`src/rtl/core/bftm_ram.sv`:
```
// generic single write port ram with registered read
module bftm_ram #(
  parameter int unsigned Width = 8,
  parameter int unsigned Depth = 16
) (
  input  logic                     clk_i,
  input  logic                     we_i,
  input  logic [$clog2(Depth)-1:0] waddr_i,
  input  logic [Width-1:0]         wdata_i,
  input  logic [$clog2(Depth)-1:0] raddr_i,
  output logic [Width-1:0]         rdata_o
);

  logic [Width-1:0] mem [Depth];

  always_ff @(posedge clk_i) begin
    if (we_i) begin
      mem[waddr_i] <= wdata_i;
    end
    rdata_o <= mem[raddr_i];
  end

endmodule

```
`config.mk`:
```
export PLATFORM = sky130hd
export DESIGN_NAME = bftm_ram
export DESIGN_NICKNAME = d
export VERILOG_FILES = /design/src/rtl/core/bftm_ram.sv
export SDC_FILE = /design/constraint.sdc
export NUM_CORES = 1
export LEC_CHECK = 0
export BUFFER_PORTS_ARGS = -buffer_cell sky130_fd_sc_hd__buf_4
export CORE_UTILIZATION = 45
export CTS_CLUSTER_SIZE = 16
export DETAILED_ROUTE_END_ITERATION = 10
export GPL_TIMING_DRIVEN = 0
export PLACE_DENSITY = 0.76
export SLEW_MARGIN = 5
export SYNTH_ARGS = -nofsm -noshare
export SYNTH_HDL_FRONTEND = slang
export SYNTH_SLANG_ARGS = --single-unit
```
`constraint.sdc`:
```
create_clock -name clk_i -period 1.75 [get_ports clk_i]
set_input_delay 0.35 -clock clk_i [delete_from_list [all_inputs] [get_ports clk_i]]
set_output_delay 0.35 -clock clk_i [all_outputs]
set_load 0.05 [all_outputs]
```
==> results.cfg, run 1 <==
[synthesis]
yosysSeqAreaShare_pct = 77.78
synth_area_per_cell_um2 = 22.48
syn-instance-count = 229
syn_area_um2 = 5147
synth_warnings = 0
synth_fp_nets = 247
yosysUniqueCellTypes = 19
ys_ff_latch = 136

[timing]
skew_ns = 0.006218
max_slew_margin_pct = 22.33
fmax_ghz = 0.6122
hold_ws_ns = 0.2594
min_period_over_period_pct = 93.35
worstMarginPinSlew_ns = 1.156
setup_ws_ns = 0.1164
tns_ns = 0
period_minus_slack_ns = 1.634
setup_violations = 0
slew_violations = 0
hold_viol = 0
rsz0062_at_grt = no

[clocking]
cts_root_buffer = clkbuf_16
clock_latency_ns = 0.41
cts_setup_buffers = 0
numCtsBuffers = 17
htree_levels = 4
clkSinkCount = 136
clk_pin_slew_worst_paths_ns = 0.06
cts_tree = done
cts_buffer_depth = 2

[floorplanning]
die_x_um = 109.0
rows = 38
initial_core_util_pct = 46.87
die_height_um = 109.0
coreArea_um2 = 10980
die-area_um2 = 11870
io_pins = 26

[cells_and_area]
mostFrequentLayoutCells = edfxtp_1, buf_4, mux4_2, clkbuf_16, a22oi_1
final_common_cell = edfxtp_1
fin_util_pct = 55.26
layout-drive-gt1-share_pct = 30.88
fin_area_um2 = 6070
area_delta_synth_final_pct = 17.91
nNetsFinal = 290
num_antenna_cells = 0

[pwr]
p_leak_nw = 2.016
p_per_area_nw_per_um2 = 1210
peakVddDrop_v = 0.0006719

[global_routing]
track_usage_pct = 18.36
grt_max_degree = 17
grt_pass1_wl_um = 14750
grt_overflow = 0
antenna_found_initial = 0
grt_pass1_vias = 2505

[routing]
dr.pass1.iters = 6
drc = 0
viasPerCell = 5.753
drt_iter0_markers = 235
drtAntennaViolNets = 0
wl_per_cell_um = 22.82
num_vias = 2445
routed_wl_um = 9698

[hold_path]
worstHoldPathType = in -> reg

[worst_setup_path]
crit_required_ns = 1.79
cp-end-kind = register
cp.arrival_ns = 1.67
crit_fanout = 8
startpoint_type = primary input
path_cells = buf_4, or3b_2, nor2_1
critPathMaxStageDelay_ns = 0.66
crit_slowest_cell = nor2_1
critPathKind = in -> reg

[placed_design]
port_buffers = 24
hpwl_um = 5994
dp_slack_ns = -0.3816
gp_congestion = 0.7225
place_area_um2 = 5508

[run]
maxCapViolCount = 0

[run_status]
status = finished, final reports clean
## through the flow
stage	power, W	std cells
global placement	0.004157	393
global route	0.007534	425
CTS	0.007373	425
floorplan	0.003986	229
finish	0.007343	425
detailed placement	0.004172	393
## power breakdown
part,switching [W],internal [W],total (W),leakage (nW)
Clock,0.00135,0.00189,0.00324,0.254
Sequential,0.0000178,0.00364,0.00366,1.22
Combinational,0.000274,0.000169,0.000443,0.538
## worst max-delay path: cells and delay by family
family                 cells  cell delay (ns)
AND/OR/NAND/NOR            2             1.19
buffers and inverters      1             0.13
## registers in the layout (all words and copies together) (netlist names)
signal   flops
mem        128
rdata_o      8
## area by class of cell
type	count	area (um^2)
flip-flops and latches	136	4004
plain buffers	10	86.33
multi-input cells	83	1072
repair buffers	24	180.2
clock inverters	13	98.84
well taps	140	175.2
clock buffers	19	452.9
fillers	790	4913
## cells in the mapped netlist (all sizes together)
cell type	number	area [um^2]
nand3b	2	15.01
nor2b	1	6.260
nand3	1	5.000
dfxtp	8	160.2
nor3	4	20.02
nor2	13	48.80
and2	1	6.260
buf	7	56.30
clkdlybuf4s25	3	30.03
a22oi	16	120.1
edfxtp	128	3844
or3b	1	8.760
and2b	1	7.510
nand2	9	33.78
nand2b	2	12.51
mux4	32	773.2
## layer usage
metal,vias up,track usage (%),share of wire (%)
met5,-,0,0
met3,16,5.081,8.6
met4,0,7.046,1.8
li1,1060,-,-
met1,1262,25.50,41
met2,107,27.76,49
## final timing paths
kind               from  depth (start not counted)  slack (ns)          to
max          waddr_i[2]                          3        0.12   mem[2][7]
max reg2reg   mem[8][0]                          3        0.32  rdata_o[0]
min          wdata_i[6]                          1        0.26   mem[6][6]
min reg2reg  mem[11][1]                          3        0.69  rdata_o[1]
## cell families (layout without fill, tap and decap cells)
group	Yosys count	after routing	share of synthesized area, %
buf+inv	10	66	1.677
simple gates	35	35	3.184
flops	136	136	77.78
mux	32	32	15.02
compound gates	16	16	2.334
## what timing repair did
item                                   in CTS  in global routing
endpoints found under the hold margin       0                  0
resized for setup                           0                  1
hold buffers                                0                  0
setup endpoints to repair                   0                  8
No activity file was read; power rests on OpenSTA's default activity.
==> run 2: changes to the inputs <==
--- a/config.mk
+++ b/config.mk
@@ -6,11 +6,11 @@
 export NUM_CORES = 1
 export LEC_CHECK = 0
 export BUFFER_PORTS_ARGS = -buffer_cell sky130_fd_sc_hd__buf_4
-export CORE_UTILIZATION = 45
+export CORE_UTILIZATION = 54
 export CTS_CLUSTER_SIZE = 16
 export DETAILED_ROUTE_END_ITERATION = 10
 export GPL_TIMING_DRIVEN = 0
-export PLACE_DENSITY = 0.76
+export PLACE_DENSITY = 0.86
 export SLEW_MARGIN = 5
 export SYNTH_ARGS = -nofsm -noshare
 export SYNTH_HDL_FRONTEND = slang
==> constraint.sdc (replaced) <==
create_clock -name clk_i -period 1.75 [get_ports clk_i]
set_input_delay 0.0875 -clock clk_i [delete_from_list [all_inputs] [get_ports clk_i]]
set_output_delay 0.0875 -clock clk_i [all_outputs]
set_load 0.05 [all_outputs]
==> results.cfg, run 2 (synthesized netlist as in run 1, its figures left out) <==
[routing]
dr.pass1.iters = 5
highest_layer = met4
drtAntennaViolNets = 0
drc = 0
viasPerCell = 5.789
dr_wl_met2_um = 5019
wl_per_cell_um = 23.34
route.met3.wl_um = 886
num_vias = 2443
drt_iter0_markers = 288
routed_wl_um = 9851
met1_length_um = 3846

[worst_setup_path]
reg2reg_to = rdata_o[3]
critPathMaxStageDelay_ns = 0.96
ff2ff_setup_slack_ns = 0.33
path_depth = 3
crit_required_ns = 1.86
critPathLaunch = waddr_i[2]
path_cells = buf_4, or3b_2, nor3_1
cp_num_buf_inv = 1
crit_fanout = 8
crit_family = simple AND/OR/NAND/NOR gates
cp.arrival_ns = 1.70
critPathKind = in -> reg
r2r_cells = 3
r2r_start = mem[6][3]
crit_slowest_cell = nor3_1
endpoint = mem[0][3]
cp-end-kind = register
startpoint_type = primary input

[cells_and_area]
fin_util_pct = 67.20
largest_reg_flops = 128
fin_area_um2 = 6210
nNetsFinal = 298
num_antenna_cells = 0
n_fill_cell = 568
layout-drive-gt1-share_pct = 27.99
registers.top_by_ff_count = mem
final_common_cell = edfxtp_1
multi_input_area_um2 = 1062
seqCellArea_um2 = 4004
mostFrequentLayoutCells = edfxtp_1, buf_4, mux4_2, a22oi_1, clkbuf_16
area_delta_synth_final_pct = 20.64
reg_top3 = mem (128), rdata_o (8)

[pwr]
p_total_w = 0.007903
peakVddDrop_v = 0.0006501
p_leak_nw = 2.106
p_per_area_nw_per_um2 = 1273

[clocking]
clk_pin_slew_worst_paths_ns = 0.06
cts_root_buffer = clkbuf_8
htree_levels = 4
cts_buffer_depth = 2
clock_latency_ns = 0.51
cts_setup_buffers = 0
clkSinkCount = 136
cts_tree = done
numCtsBuffers = 17

[global_routing]
grt_pass1_wl_um = 14680
grt_overflow = 0
grt_max_degree = 17
grt_pass1_vias = 2476
track_usage_pct = 22.02
antenna_found_initial = 0

[timing]
setup_violations = 0
fmax_ghz = 0.6293
slew_violations = 0
min_period_over_period_pct = 90.81
max_slew_margin_pct = 17.24
worstMarginPinSlew_ns = 1.232
rsz0062_at_grt = no
skew_ns = 0.008716
hold_viol = 0
period_minus_slack_ns = 1.589

[run_status]
status = finished, final reports clean

[floorplanning]
die_height_um = 99.64
io_pins = 26
initial_core_util_pct = 55.71
rows = 35
coreArea_um2 = 9240
die-area_um2 = 9927
die_x_um = 99.64

[placed_design]
gp_congestion = 0.7033
hpwl_um = 5878
place_area_um2 = 5489
port_buffers = 24

[run]
maxCapViolCount = 0

[hold_path]
worstHoldPathType = in -> reg
## run 2: cell count changes in the layout (fill, tap and decap cells not counted), sizes merged
cell / before / now
bufinv: 0 / 5
dlygate4sd3: 0 / 8
clkinv: 5 / 4
inv: 2 / 0
clkinvlp: 6 / 0
clkbuf: 19 / 23
## run 2: final cells by class
cell class                      count  share of cell area [%]
Multi-Input combinational cell     83                   17.11
Clock buffer                       23                   7.516
Clock inverter                      9                   2.720
Timing Repair Buffer               32                   4.191
Buffer                             10                   1.390
Tap cell                          129                   2.599
Sequential cell                   136                   64.48
## run 2: repair_timing
item                      4_1_cts  5_1_grt
resized for setup               0        0
hold endpoints to repair      128        0
hold buffers                    8        0
## run 2: how the worst min path moves through the flow
stage | from | to | cells after the start | slack [ns]
after floorplan | wdata_i[0] | mem[0][0] | 0 | 0.19
after global placement | wdata_i[5] | mem[6][5] | 1 | 0.39
after detailed placement | wdata_i[6] | mem[6][6] | 1 | 0.42
after CTS | raddr_i[1] | rdata_o[7] | 4 | 0.007
after global routing | waddr_i[1] | mem[8][6] | 2 | 0.02
final | waddr_i[1] | mem[8][4] | 2 | 0.02
## run 2: per-stage QoR
stage	setup TNS (ns)	worst slack, ns	std cells	hold WS (ns)
after floorplan	0	0.1696	229	0.1864
after global placement	-3.341	-0.3438	382	0.3903
after detailed placement	-5.351	-0.3428	382	0.4166
after CTS	0	0.1761	422	0.007453
after global routing	0	0.1181	422	0.01787
final	0	0.1608	422	0.02395
## run 2: worst register-to-register path, delay by kind of cell (launching register included)
| kind | cells | cell delay [ns] |
|---|---|---|
| mux | 1 | 0.58 |
| compound gates | 1 | 0.25 |
| simple gates | 1 | 0.08 |
| flops | 1 | 0.40 |
## run 2: routing by layer
layer,global-route usage [%],up-vias
met5,0,-
met3,6.746,8
met1,31.10,1222
met2,33.65,137
met4,6.561,0
li1,-,1076
## run 2: where the power goes
part / leakage (nW) / switching [W] / total [W] / internal (W)
logic: 0.569 / 0.000274 / 0.000455 / 0.000180
registers: 1.22 / 0.0000190 / 0.00366 / 0.00364
clock network: 0.313 / 0.00123 / 0.00379 / 0.00256
total: 2.11 / 0.00152 / 0.00790 / 0.00638
==> run 3: changes to the inputs <==
--- a/config.mk
+++ b/config.mk
@@ -6,11 +6,11 @@
 export NUM_CORES = 1
 export LEC_CHECK = 0
 export BUFFER_PORTS_ARGS = -buffer_cell sky130_fd_sc_hd__buf_4
-export CORE_UTILIZATION = 54
+export CORE_ASPECT_RATIO = 2
+export CORE_UTILIZATION = 50
 export CTS_CLUSTER_SIZE = 16
 export DETAILED_ROUTE_END_ITERATION = 10
-export GPL_TIMING_DRIVEN = 0
-export PLACE_DENSITY = 0.86
+export PLACE_DENSITY = 0.82
 export SLEW_MARGIN = 5
 export SYNTH_ARGS = -nofsm -noshare
 export SYNTH_HDL_FRONTEND = slang
==> results.cfg, run 3 (synthesized netlist as in run 1, its figures left out) <==
[cells_and_area]
final_cells = 443
n_fill_cell = 654
layout-drive-gt1-share_pct = 32.47
registers.top_by_ff_count = mem
final_common_cell = edfxtp_1
multi_input_area_um2 = 1057
reg_top3 = mem (128), rdata_o (8)
nNetsFinal = 313
num_antenna_cells = 0
mostFrequentLayoutCells = edfxtp_1, buf_4, mux4_2, clkbuf_16, a22oi_1
area_delta_synth_final_pct = 22.31
largest_reg_flops = 128
seqCellArea_um2 = 4004

[routing]
route.met3.wl_um = 509
highest_layer = met4
drt_iter0_markers = 186
drtAntennaViolNets = 0
num_vias = 2538
routed_wl_um = 9968
met1_length_um = 3604
drc = 0
dr_wl_met2_um = 5465
viasPerCell = 5.729
wl_per_cell_um = 22.50
dr.pass1.iters = 4

[worst_setup_path]
cp.arrival_ns = 1.65
crit_fanout = 1
crit_required_ns = 2.05
path_cells = mux4_1, a22oi_1, nand2_1
cp-end-kind = register
crit_family = multiplexers
crit_slowest_cell = mux4_1
cp_num_buf_inv = 0
critPathKind = reg -> reg
ff2ff_setup_slack_ns = 0.40
startpoint_type = register
critPathMaxStageDelay_ns = 0.52

[clocking]
clkSinkCount = 136
cts_tree = done
htree_levels = 4
cts_buffer_depth = 2
clock_latency_ns = 0.42
clk_pin_slew_worst_paths_ns = 0.06
numCtsBuffers = 17
cts_root_buffer = clkbuf_16

[global_routing]
grt_max_degree = 33
grt_pass1_wl_um = 14970
antenna_found_initial = 0
track_usage_pct = 20.88
grt_overflow = 0
grt_pass1_vias = 2762

[placed_design]
gp_congestion = 0.7823
hpwl_um = 6481
dpl.cell_count = 403
port_buffers = 25
dp_slack_ns = 0.1897

[floorplanning]
die_height_um = 145.5
rows = 52
coreArea_um2 = 10080
io_pins = 26
initial_core_util_pct = 51.04
die-area_um2 = 10730
die_x_um = 73.75

[timing]
hold_viol = 0
worstMarginPinSlew_ns = 0.4280
fmax_ghz = 0.7415
tns_ns = 0
max_slew_margin_pct = 71.47
rsz0062_at_grt = no
min_period_over_period_pct = 77.06
period_minus_slack_ns = 1.349
setup_violations = 0
slew_violations = 0
setup_ws_ns = 0.4014
skew_ns = 0.008281
hold_ws_ns = 0.1844

[pwr]
peakVddDrop_v = 0.0008856
power_frac_seq_pct = 48.0
p_sw_w = 0.001685
p_clk_share_pct = 46.1
swShare_pct = 22.06
p_leak_nw = 2.170
internal_power_w = 0.005954
combPwrFrac_pct = 5.9
p_total_w = 0.007639
p_per_area_nw_per_um2 = 1213

[hold_path]
worstHoldPathType = in -> reg

[run_status]
status = finished, final reports clean

[run]
maxCapViolCount = 0
-- run 3: cell types whose count changed in the layout (fill, tap and decap cells not counted), moves of 3 or more --
cell	delta
buf_4	+22
clkbuf_8	-4
clkbuf_1	-3
buf_2	-3
clkinv_4	+4
bufinv_16	-3
inv_6	+6
buf_6	-3
clkdlybuf4s25_2	-3
-- run 3: tightest hold or removal path, stage by stage --
cell	delay (ns)
buf_4	0.12
nor3_1	0.07
buf_4	0.16
-- run 3: repair_timing --
| action | CTS | global route |
|---|---|---|
| buffers inserted | 0 | 0 |
| hold endpoints to repair | 128 | 0 |
| gates resized for setup | 0 | 0 |
| hold buffers | 8 | 0 |
-- run 3: layer usage --
metal	global-route usage, %	vias up
li1	-	1105
met1	22.70	1303
met2	34.50	103
met3	5.194	27
met4	14.62	0
met5	0	-
-- run 3: cell type report --
class | instances | area share (%)
multi-input cells | 83 | 16.79
repair buffers | 57 | 7.512
clock inverters | 15 | 2.663
well taps | 135 | 2.683
flip-flops and latches | 136 | 63.59
clock buffers | 17 | 6.757
-- run 3: final timing paths --
check / depth (start not counted) / to / start
worst min-delay path: 3 / mem[4][5] / waddr_i[0]
worst max-delay path: 3 / rdata_o[1] / mem[0][1]
worst min register to register: 3 / rdata_o[0] / mem[12][0]
worst max register to register: 3 / rdata_o[1] / mem[0][1]
-- run 3: per-stage QoR --
step	util, %	cell area [um^2]
5_1_grt	62.43	6296
2_1_floorplan	-	5147
3_5_place_dp	55.76	5623
4_1_cts	62.43	6296
3_3_place_gp	55.76	5623
6_report	62.43	6296
-- run 3: power by group through the flow --
stage                     Clock (W)  Combinational (W)  Sequential (W)
after global routing        0.00369           0.000474         0.00367
final                       0.00353           0.000448         0.00367
after global placement            0           0.000422         0.00373
after CTS                   0.00355           0.000452         0.00367
after detailed placement          0           0.000434         0.00374
after floorplan                   0           0.000185         0.00380
