==> src/rtl/core/bftm_pkg.sv <==
// shared types, constants and codes of the tape machine core
package bftm_pkg;

  localparam int unsigned TapeCells = 32768;
  localparam int unsigned ProgDepth = 4096;

  localparam int unsigned TpW   = $clog2(TapeCells);
  localparam int unsigned PaW   = $clog2(ProgDepth);
  localparam int unsigned PcW   = PaW + 1;
  localparam int unsigned BalW  = PcW + 1;
  localparam int unsigned StepW = 24;

  localparam logic [StepW-1:0] StepLimitReset = 24'd10000000;

  // request modes
  localparam logic [1:0] ModeLoad  = 2'd0;
  localparam logic [1:0] ModeStep  = 2'd1;
  localparam logic [1:0] ModeClear = 2'd2;

  // status codes
  localparam logic [2:0] StRunning  = 3'd0;
  localparam logic [2:0] StFinished = 3'd1;
  localparam logic [2:0] StUnmatch  = 3'd2;
  localparam logic [2:0] StStepLim  = 3'd3;
  localparam logic [2:0] StTapeOver = 3'd4;
  localparam logic [2:0] StTapeUnd  = 3'd5;
  localparam logic [2:0] StFull     = 3'd6;
  localparam logic [2:0] StScanOut  = 3'd7;

  // instruction characters
  localparam logic [7:0] ChInc   = 8'h2B;
  localparam logic [7:0] ChDec   = 8'h2D;
  localparam logic [7:0] ChRight = 8'h3E;
  localparam logic [7:0] ChLeft  = 8'h3C;
  localparam logic [7:0] ChOut   = 8'h2E;
  localparam logic [7:0] ChIn    = 8'h2C;
  localparam logic [7:0] ChOpen  = 8'h5B;
  localparam logic [7:0] ChClose = 8'h5D;

  typedef struct packed {
    logic [1:0] mode;
    logic [7:0] program_byte;
  } in_t;

  typedef struct packed {
    logic       out_valid;
    logic [7:0] out_byte;
    logic [2:0] status;
  } out_t;

  typedef struct packed {
    logic           we;
    logic [PaW-1:0] waddr;
    logic [7:0]     wdata;
    logic [PaW-1:0] raddr;
  } prog_req_t;

  typedef struct packed {
    logic           we;
    logic [TpW-1:0] waddr;
    logic [7:0]     wdata;
    logic [TpW-1:0] raddr;
  } tape_req_t;

  typedef enum logic [2:0] {
    S_CLEAR,
    S_IDLE,
    S_EXEC,
    S_COMMA,
    S_SCAN_RD,
    S_SCAN_CHK,
    S_RESULT
  } state_e;

endpackage

==> src/rtl/core/bftm_exec.sv <==
// instruction sequencer: machine registers and read-modify-write of both memories
module bftm_exec (
  input  logic                         clk_i,
  input  logic                         rst_ni,
  input  logic                         cfg_we_i,
  input  logic [bftm_pkg::StepW-1:0]   cfg_wdata_i,
  input  logic                         in_valid_i,
  output logic                         in_ready_o,
  input  bftm_pkg::in_t                in_data_i,
  output logic                         res_valid_o,
  input  logic                         res_ready_i,
  output bftm_pkg::out_t               res_o,
  output bftm_pkg::prog_req_t          prog_req_o,
  input  logic [7:0]                   prog_rdata_i,
  output bftm_pkg::tape_req_t          tape_req_o,
  input  logic [7:0]                   tape_rdata_i
);

  localparam int unsigned PcW  = bftm_pkg::PcW;
  localparam int unsigned PaW  = bftm_pkg::PaW;
  localparam int unsigned TpW  = bftm_pkg::TpW;
  localparam int unsigned BalW = bftm_pkg::BalW;

  bftm_pkg::state_e state_q, state_d;

  logic [bftm_pkg::StepW-1:0] limit_q, limit_d;
  logic [bftm_pkg::StepW-1:0] steps_q, steps_d;
  logic [PcW-1:0]             cnt_q, cnt_d;
  logic [BalW-1:0]            bal_q, bal_d;
  logic [TpW-1:0]             tp_q, tp_d;
  logic [PcW-1:0]             ip_q, ip_d;
  logic [2:0]                 halt_q, halt_d;
  logic [PcW-1:0]             pos_q, pos_d;
  logic [PcW:0]               depth_q, depth_d;
  logic                       fwd_q, fwd_d;
  logic [TpW-1:0]             clr_q, clr_d;
  logic                       clr_res_q, clr_res_d;
  bftm_pkg::out_t             res_q, res_d;

  logic           accept;
  logic [2:0]     pre_halt;
  logic [PcW-1:0] ip_inc1, ip_inc2, pos_next, pos_inc1;
  logic           scan_fail;
  logic [7:0]     open_ch, close_ch;
  logic           clr_last;

  function automatic logic [2:0] fin_code(logic [PcW-1:0] nip, logic [PcW-1:0] cnt);
    fin_code = (nip >= cnt) ? bftm_pkg::StFinished : bftm_pkg::StRunning;
  endfunction

  // shared decode
  always_comb begin
    accept   = in_valid_i && (state_q == bftm_pkg::S_IDLE);
    ip_inc1  = ip_q + PcW'(1);
    ip_inc2  = ip_q + PcW'(2);
    pos_inc1 = pos_q + PcW'(1);
    pos_next = fwd_q ? pos_inc1 : (pos_q - PcW'(1));
    scan_fail = fwd_q ? (pos_inc1 >= cnt_q) : (pos_q == '0);
    open_ch  = fwd_q ? bftm_pkg::ChOpen : bftm_pkg::ChClose;
    close_ch = fwd_q ? bftm_pkg::ChClose : bftm_pkg::ChOpen;
    clr_last = (clr_q == TpW'(bftm_pkg::TapeCells - 1));
    if (bal_q != '0) begin
      pre_halt = bftm_pkg::StUnmatch;
    end else if (ip_q >= cnt_q) begin
      pre_halt = bftm_pkg::StFinished;
    end else if (steps_q >= limit_q) begin
      pre_halt = bftm_pkg::StStepLim;
    end else begin
      pre_halt = bftm_pkg::StRunning;
    end
  end

  // next state
  always_comb begin
    state_d = state_q;
    unique case (state_q)
      bftm_pkg::S_CLEAR: begin
        if (clr_last) begin
          state_d = clr_res_q ? bftm_pkg::S_RESULT : bftm_pkg::S_IDLE;
        end
      end
      bftm_pkg::S_IDLE: begin
        if (in_valid_i) begin
          if (in_data_i.mode == bftm_pkg::ModeClear) begin
            state_d = bftm_pkg::S_CLEAR;
          end else if (in_data_i.mode == bftm_pkg::ModeStep &&
                       halt_q == bftm_pkg::StRunning &&
                       pre_halt == bftm_pkg::StRunning) begin
            state_d = bftm_pkg::S_EXEC;
          end else begin
            state_d = bftm_pkg::S_RESULT;
          end
        end
      end
      bftm_pkg::S_EXEC: begin
        if (prog_rdata_i == bftm_pkg::ChIn && ip_inc1 < cnt_q) begin
          state_d = bftm_pkg::S_COMMA;
        end else if ((prog_rdata_i == bftm_pkg::ChOpen && tape_rdata_i == '0) ||
                     (prog_rdata_i == bftm_pkg::ChClose && tape_rdata_i != '0)) begin
          state_d = bftm_pkg::S_SCAN_RD;
        end else begin
          state_d = bftm_pkg::S_RESULT;
        end
      end
      bftm_pkg::S_COMMA: state_d = bftm_pkg::S_RESULT;
      bftm_pkg::S_SCAN_RD: state_d = scan_fail ? bftm_pkg::S_RESULT : bftm_pkg::S_SCAN_CHK;
      bftm_pkg::S_SCAN_CHK: begin
        if (prog_rdata_i == close_ch && depth_q == (PcW+1)'(1)) begin
          state_d = bftm_pkg::S_RESULT;
        end else begin
          state_d = bftm_pkg::S_SCAN_RD;
        end
      end
      bftm_pkg::S_RESULT: begin
        if (res_ready_i) begin
          state_d = bftm_pkg::S_IDLE;
        end
      end
      default: state_d = bftm_pkg::S_IDLE;
    endcase
  end

  // datapath and memory ports
  always_comb begin
    limit_d   = cfg_we_i ? cfg_wdata_i : limit_q;
    steps_d   = steps_q;
    cnt_d     = cnt_q;
    bal_d     = bal_q;
    tp_d      = tp_q;
    ip_d      = ip_q;
    halt_d    = halt_q;
    pos_d     = pos_q;
    depth_d   = depth_q;
    fwd_d     = fwd_q;
    clr_d     = clr_q;
    clr_res_d = clr_res_q;
    res_d     = res_q;

    prog_req_o.we    = 1'b0;
    prog_req_o.waddr = cnt_q[PaW-1:0];
    prog_req_o.wdata = in_data_i.program_byte;
    prog_req_o.raddr = ip_q[PaW-1:0];
    tape_req_o.we    = 1'b0;
    tape_req_o.waddr = tp_q;
    tape_req_o.wdata = '0;
    tape_req_o.raddr = tp_q;

    in_ready_o  = (state_q == bftm_pkg::S_IDLE);
    res_valid_o = (state_q == bftm_pkg::S_RESULT);

    unique case (state_q)
      bftm_pkg::S_CLEAR: begin
        tape_req_o.we    = 1'b1;
        tape_req_o.waddr = clr_q;
        clr_d            = clr_q + TpW'(1);
      end
      bftm_pkg::S_IDLE: begin
        if (accept) begin
          res_d.out_valid = 1'b0;
          res_d.out_byte  = '0;
          res_d.status    = halt_q;
          case (in_data_i.mode)
            bftm_pkg::ModeLoad: begin
              if (cnt_q[PaW]) begin
                res_d.status = bftm_pkg::StFull;
              end else begin
                prog_req_o.we = 1'b1;
                cnt_d = cnt_q + PcW'(1);
                if (in_data_i.program_byte == bftm_pkg::ChOpen) begin
                  bal_d = bal_q + BalW'(1);
                end else if (in_data_i.program_byte == bftm_pkg::ChClose) begin
                  bal_d = bal_q - BalW'(1);
                end
              end
            end
            bftm_pkg::ModeStep: begin
              if (halt_q == bftm_pkg::StRunning) begin
                if (pre_halt != bftm_pkg::StRunning) begin
                  halt_d       = pre_halt;
                  res_d.status = pre_halt;
                end else begin
                  steps_d = steps_q + bftm_pkg::StepW'(1);
                end
              end
            end
            bftm_pkg::ModeClear: begin
              cnt_d        = '0;
              bal_d        = '0;
              tp_d         = '0;
              ip_d         = '0;
              steps_d      = '0;
              halt_d       = bftm_pkg::StRunning;
              clr_d        = '0;
              clr_res_d    = 1'b1;
              res_d.status = bftm_pkg::StRunning;
            end
            default: ;
          endcase
        end
      end
      bftm_pkg::S_EXEC: begin
        prog_req_o.raddr = ip_inc1[PaW-1:0];
        ip_d   = ip_inc1;
        halt_d = fin_code(ip_inc1, cnt_q);
        case (prog_rdata_i)
          bftm_pkg::ChInc: begin
            tape_req_o.we    = 1'b1;
            tape_req_o.wdata = tape_rdata_i + 8'd1;
          end
          bftm_pkg::ChDec: begin
            tape_req_o.we    = 1'b1;
            tape_req_o.wdata = tape_rdata_i - 8'd1;
          end
          bftm_pkg::ChRight: begin
            if (tp_q == TpW'(bftm_pkg::TapeCells - 1)) begin
              ip_d   = ip_q;
              halt_d = bftm_pkg::StTapeOver;
            end else begin
              tp_d = tp_q + TpW'(1);
            end
          end
          bftm_pkg::ChLeft: begin
            if (tp_q == '0) begin
              ip_d   = ip_q;
              halt_d = bftm_pkg::StTapeUnd;
            end else begin
              tp_d = tp_q - TpW'(1);
            end
          end
          bftm_pkg::ChOut: begin
            res_d.out_valid = 1'b1;
            res_d.out_byte  = tape_rdata_i;
          end
          bftm_pkg::ChIn: begin
            if (ip_inc1 < cnt_q) begin
              ip_d   = ip_q;
              halt_d = halt_q;
            end else begin
              // comma at the end of the program reads zero
              tape_req_o.we = 1'b1;
              ip_d   = ip_inc2;
              halt_d = fin_code(ip_inc2, cnt_q);
            end
          end
          bftm_pkg::ChOpen, bftm_pkg::ChClose: begin
            if ((prog_rdata_i == bftm_pkg::ChOpen) == (tape_rdata_i == '0)) begin
              ip_d    = ip_q;
              halt_d  = halt_q;
              pos_d   = ip_q;
              depth_d = (PcW+1)'(1);
              fwd_d   = (prog_rdata_i == bftm_pkg::ChOpen);
            end
          end
          default: ;
        endcase
        res_d.status = halt_d;
      end
      bftm_pkg::S_COMMA: begin
        tape_req_o.we    = 1'b1;
        tape_req_o.wdata = prog_rdata_i;
        ip_d         = ip_inc2;
        halt_d       = fin_code(ip_inc2, cnt_q);
        res_d.status = halt_d;
      end
      bftm_pkg::S_SCAN_RD: begin
        prog_req_o.raddr = pos_next[PaW-1:0];
        if (scan_fail) begin
          halt_d       = bftm_pkg::StScanOut;
          res_d.status = bftm_pkg::StScanOut;
        end else begin
          pos_d = pos_next;
        end
      end
      bftm_pkg::S_SCAN_CHK: begin
        if (prog_rdata_i == open_ch) begin
          depth_d = depth_q + (PcW+1)'(1);
        end else if (prog_rdata_i == close_ch) begin
          if (depth_q == (PcW+1)'(1)) begin
            ip_d         = pos_inc1;
            halt_d       = fin_code(pos_inc1, cnt_q);
            res_d.status = halt_d;
          end else begin
            depth_d = depth_q - (PcW+1)'(1);
          end
        end
      end
      bftm_pkg::S_RESULT: begin
        if (res_ready_i) begin
          clr_res_d = 1'b0;
        end
      end
      default: ;
    endcase
  end

  assign res_o = res_q;

  always_ff @(posedge clk_i or negedge rst_ni) begin
    if (!rst_ni) begin
      state_q   <= bftm_pkg::S_CLEAR;
      limit_q   <= bftm_pkg::StepLimitReset;
      steps_q   <= '0;
      cnt_q     <= '0;
      bal_q     <= '0;
      tp_q      <= '0;
      ip_q      <= '0;
      halt_q    <= bftm_pkg::StRunning;
      clr_q     <= '0;
      clr_res_q <= 1'b0;
    end else begin
      state_q   <= state_d;
      limit_q   <= limit_d;
      steps_q   <= steps_d;
      cnt_q     <= cnt_d;
      bal_q     <= bal_d;
      tp_q      <= tp_d;
      ip_q      <= ip_d;
      halt_q    <= halt_d;
      clr_q     <= clr_d;
      clr_res_q <= clr_res_d;
    end
  end

  always_ff @(posedge clk_i) begin
    pos_q   <= pos_d;
    depth_q <= depth_d;
    fwd_q   <= fwd_d;
    res_q   <= res_d;
  end

endmodule

==> config.mk <==
export PLATFORM = sky130hd
export DESIGN_NAME = bftm_exec
export DESIGN_NICKNAME = d
export VERILOG_FILES = /design/src/rtl/core/bftm_pkg.sv /design/src/rtl/core/bftm_exec.sv
export SDC_FILE = /design/constraint.sdc
export NUM_CORES = 1
export LEC_CHECK = 0
export BUFFER_PORTS_ARGS = -buffer_cell sky130_fd_sc_hd__buf_2
export CAP_MARGIN = 20
export CORE_ASPECT_RATIO = 0.5
export CORE_UTILIZATION = 48
export DETAILED_ROUTE_END_ITERATION = 10
export PLACE_DENSITY = 0.7
export SYNTH_ARGS = -nofsm -noshare
export SYNTH_HDL_FRONTEND = slang
export SYNTH_SLANG_ARGS = --single-unit
==> constraint.sdc <==
create_clock -name clk_i -period 4.5 [get_ports clk_i]
set_input_delay 1.125 -clock clk_i [delete_from_list [all_inputs] [get_ports clk_i]]
set_output_delay 1.125 -clock clk_i [all_outputs]
set_load 0.05 [all_outputs]
==> results.sh <==
export IMPL_status="finished clean"
export IMPL_synth_most_common_cell="nand2_1"
export IMPL_grt_pass1_vias=11600
export IMPL_drt_wirelength_per_cell_um=17.6
export IMPL_cts_buffer_depth=2
export IMPL_synth_flop_cell="dfrtp_1"
export IMPL_cpMostUsedCell="a21o_1"
export IMPL_cts_root_buf="clkbuf_16"
export IMPL_relSlewSlack=0.316
export IMPL_portBuffers=140
export IMPL_power_density_nw_per_um2=548
export IMPL_critPathKind="flip-flop to output pin"
export IMPL_final_max_slew_violation_count=0
export IMPL_hold_class="flip-flop to flip-flop"
export IMPL_crit_family="simple AND/OR/NAND/NOR gates"
export IMPL_rsz0062_at_grt="yes"
export IMPL_n_antenna_cell=0
export IMPL_yosysSeqAreaShare=0.331
export IMPL_switchingPower_uw=3910
export IMPL_seqPwrFrac=0.275
export IMPL_fillers=2407
export IMPL_area_growth_syn_to_layout_pct=16.6
export IMPL_nets=1864
export IMPL_place_congestion=0.929
export IMPL_drtAntennaViolNets=0
export IMPL_synth_seq_cells=165
export IMPL_ff_latch_area_um2=4340
export IMPL_clock_sinks=165
export IMPL_cp_end_kind="output pin"
export IMPL_core_area_um2=26600
export IMPL_grt_max_degree=59
export IMPL_multi_input_area_um2=8240
export IMPL_synth_edf_count=40
export IMPL_drive_gt1_frac=0.202
export IMPL_yosysWarnings=0
export IMPL_fin_skew_ns=0.0112
export IMPL_cts_tree="built"
export IMPL_initial_core_util=0.492
export IMPL_arrival_ns=3.30
export IMPL_grt_ovfl_total=0
export IMPL_critPathMaxFanout=5
export IMPL_firstDrtPassIters=5
export IMPL_setup_viol=0
export IMPL_die_area_um2=28000
export IMPL_period_share=0.983
export IMPL_drt_total_wl_um=36100
export IMPL_hpwl_um=27200
export IMPL_path_buf_inv=1
export IMPL_place_ws_ns=-0.108
export IMPL_synth_common_cells="nand2_1, nor2_1, ha_1, dfrtp_1, a21oi_1"
export IMPL_syn_inst=1535
export IMPL_antenna_found_initial=0
export IMPL_h_tree_depth=4
export IMPL_maxCapViolCount=0
export IMPL_syn_nets=1714
export IMPL_cp_start_kind="flip-flop"
export IMPL_intPower_uw=4470
export IMPL_cpMaxStageDelayCell="dfrtp_2"
export IMPL_fin_total_pwr_uw=8380
export IMPL_viasPerCell=5.94
export IMPL_p_sw_frac=0.466
export IMPL_grt_usage=0.259
export IMPL_async_reset_ff_frac=0.758
export IMPL_worstPathCellList="ha_4 -> and3_4 -> and3_4 -> nand3_2 -> nor2_2 -> xor2_1 -> ha_1 -> a21o_1 -> a21o_1 -> a21oi_2 -> o221a_4 -> nor2_4 -> nor2_2 -> nand2_1 -> a21o_1 -> buf_6"
export IMPL_dpl_instance_area_um2=14300
export IMPL_grt_pass1_wl_um=58500
export IMPL_finalCriticalPeriod_ns=4.42
export IMPL_clkTransAtPathRegs_ns=0.07
export IMPL_synth_top_area_frac=0.224
export IMPL_syn_area_per_cell_um2=8.53
export IMPL_p_comb_frac=0.541
export IMPL_fin_hold_ws_ns=0.507
export IMPL_max_stage_delay_ns=0.44
export IMPL_fin_ws_ns=0.0761
export IMPL_numCtsBuffers=17
export IMPL_initialDrtViolationCount=987
export IMPL_yosysTopAreaCell="dfrtp_1"
export IMPL_final_area_um2=15300
export IMPL_ys_top_cells_by_area="dfrtp_1, ha_1, edfxtp_1"
export IMPL_die_h_um=119
export IMPL_required_ns=3.38
export IMPL_hold_viol_final=0
export IMPL_drc=0
export IMPL_io_pin_count=141
export IMPL_pwr_share_clk=0.184
export IMPL_layout_cells_non_filler=2050
export IMPL_fmax_ghz=0.226
export IMPL_vdd_drop_max_mv=0.355
export IMPL_vias=12200
export IMPL_die_w_um=236
export IMPL_cellLeakagePower_uw=0.00706
export IMPL_ys_types=96
export IMPL_worst_skew_pair_late_latency_ns=0.45
export IMPL_worst_pin_slew_ns=1.03
export IMPL_syn_area_um2=13100
export IMPL_num_rows=42
export IMPL_dp_cells=2001
path summary, 6_finish.rpt:
check	start	to	slack (ns)	depth (start not counted)
setup / recovery	ip_q[1]	tape_req_o[38]	0.08	16
hold / removal	limit_q[20]	limit_q[20]	0.51	2
setup reg to reg	pos_q[1]	pos_q[5]	0.44	16
hold reg to reg	limit_q[20]	limit_q[20]	0.51	2
max in group asynchronous	rst_ni	limit_q[20]	2.84	2
min in group asynchronous	rst_ni	cnt_q[4]	0.77	1
cell families (layout without fill, tap and decap cells):
family / count (synthesis) / count (layout) / synth area share
flops: 165 / 165 / 0.331
simple gates: 568 / 568 / 0.212
mux: 22 / 22 / 0.0188
fa+ha+maj: 124 / 124 / 0.120
buf+inv: 170 / 333 / 0.0577
xor+xnor: 102 / 102 / 0.0688
compound gates: 384 / 384 / 0.191
layout make-up:
type | count | area share
Timing Repair Buffer | 217 | 0.0869
Multi-Input combinational cell | 1200 | 0.539
Inverter | 84 | 0.0206
Sequential cell | 165 | 0.284
Tap cell | 352 | 0.0288
Clock buffer | 21 | 0.0323
Clock inverter | 11 | 0.00778
tightest hold or removal path: cells and delay by family (launching register included):
kind / cells / cell delay [ns]
AO/OA/AOI/OAI: 1 / 0.08
buffers and inverters: 1 / 0.06
flip-flops: 1 / 0.36
cells in the final DEF, fill, tap and decap left out, types with 7 or more instances in the layout:
cell type and instances:
nand2_1 182, a21o_1 19, edfxtp_1 40, buf_4 76, a21oi_2 8, dfstp_2 8, buf_2 134, o21ai_0 69
xor2_1 54, nor2_1 119, o21a_1 11, a221o_1 8, inv_1 80, ha_1 115, dfrtp_1 115, a21oi_1 77
and3_1 14, mux2_2 17, a222oi_1 7, and2_1 21, a211o_1 7, o211ai_1 14, nor3_1 36, a31oi_1 13
or3_1 12, xnor2_1 42, nand3_1 52, a22o_1 9, o22ai_1 8, nand4_1 27, o31ai_1 8, nor4_1 18
clkbuf_16 19, a211oi_1 7, o21ai_1 55, nor2b_1 21
per-stage QoR:
step,util,TNS [ns]
finish,0.573,0
detailed placement,0.536,-0.108
global route,0.573,-0.129
CTS,0.565,0
global placement,0.536,0
floorplan,-,0
sequential cells by signal (all words and copies together) (netlist names):
register   flops
bal_q         14
clr_q         15
clr_res_q      1
cnt_q         13
depth_q       14
fwd_q          1
halt_q         3
ip_q          13
limit_q       24
pos_q         13
res_o         12
state_q        3
steps_q       24
tp_q          15
power by group through the flow:
stage / logic [uW] / clock network [uW] / registers (uW)
floorplan: 3290 / 0 / 2270
global placement: 4200 / 0 / 2300
detailed placement: 4310 / 0 / 2320
CTS: 4410 / 1570 / 2300
global route: 4940 / 1630 / 2360
finish: 4530 / 1540 / 2300
routing by layer:
layer / global-route usage / up-vias / wire length [um]
met5: 0 / - / 0
met4: 0.0862 / 0 / 798
met3: 0.0501 / 59 / 2330
met2: 0.417 / 399 / 16800
met1: 0.351 / 5908 / 16200
li1: - / 5812 / -
timing repair:
item	in CTS	in global routing
setup buffers	6	10
endpoints found under the setup margin	2	5
gates resized for setup	28	27
hold buffers	0	0
pin swaps	14	28
(Power assumes the default switching activity.)
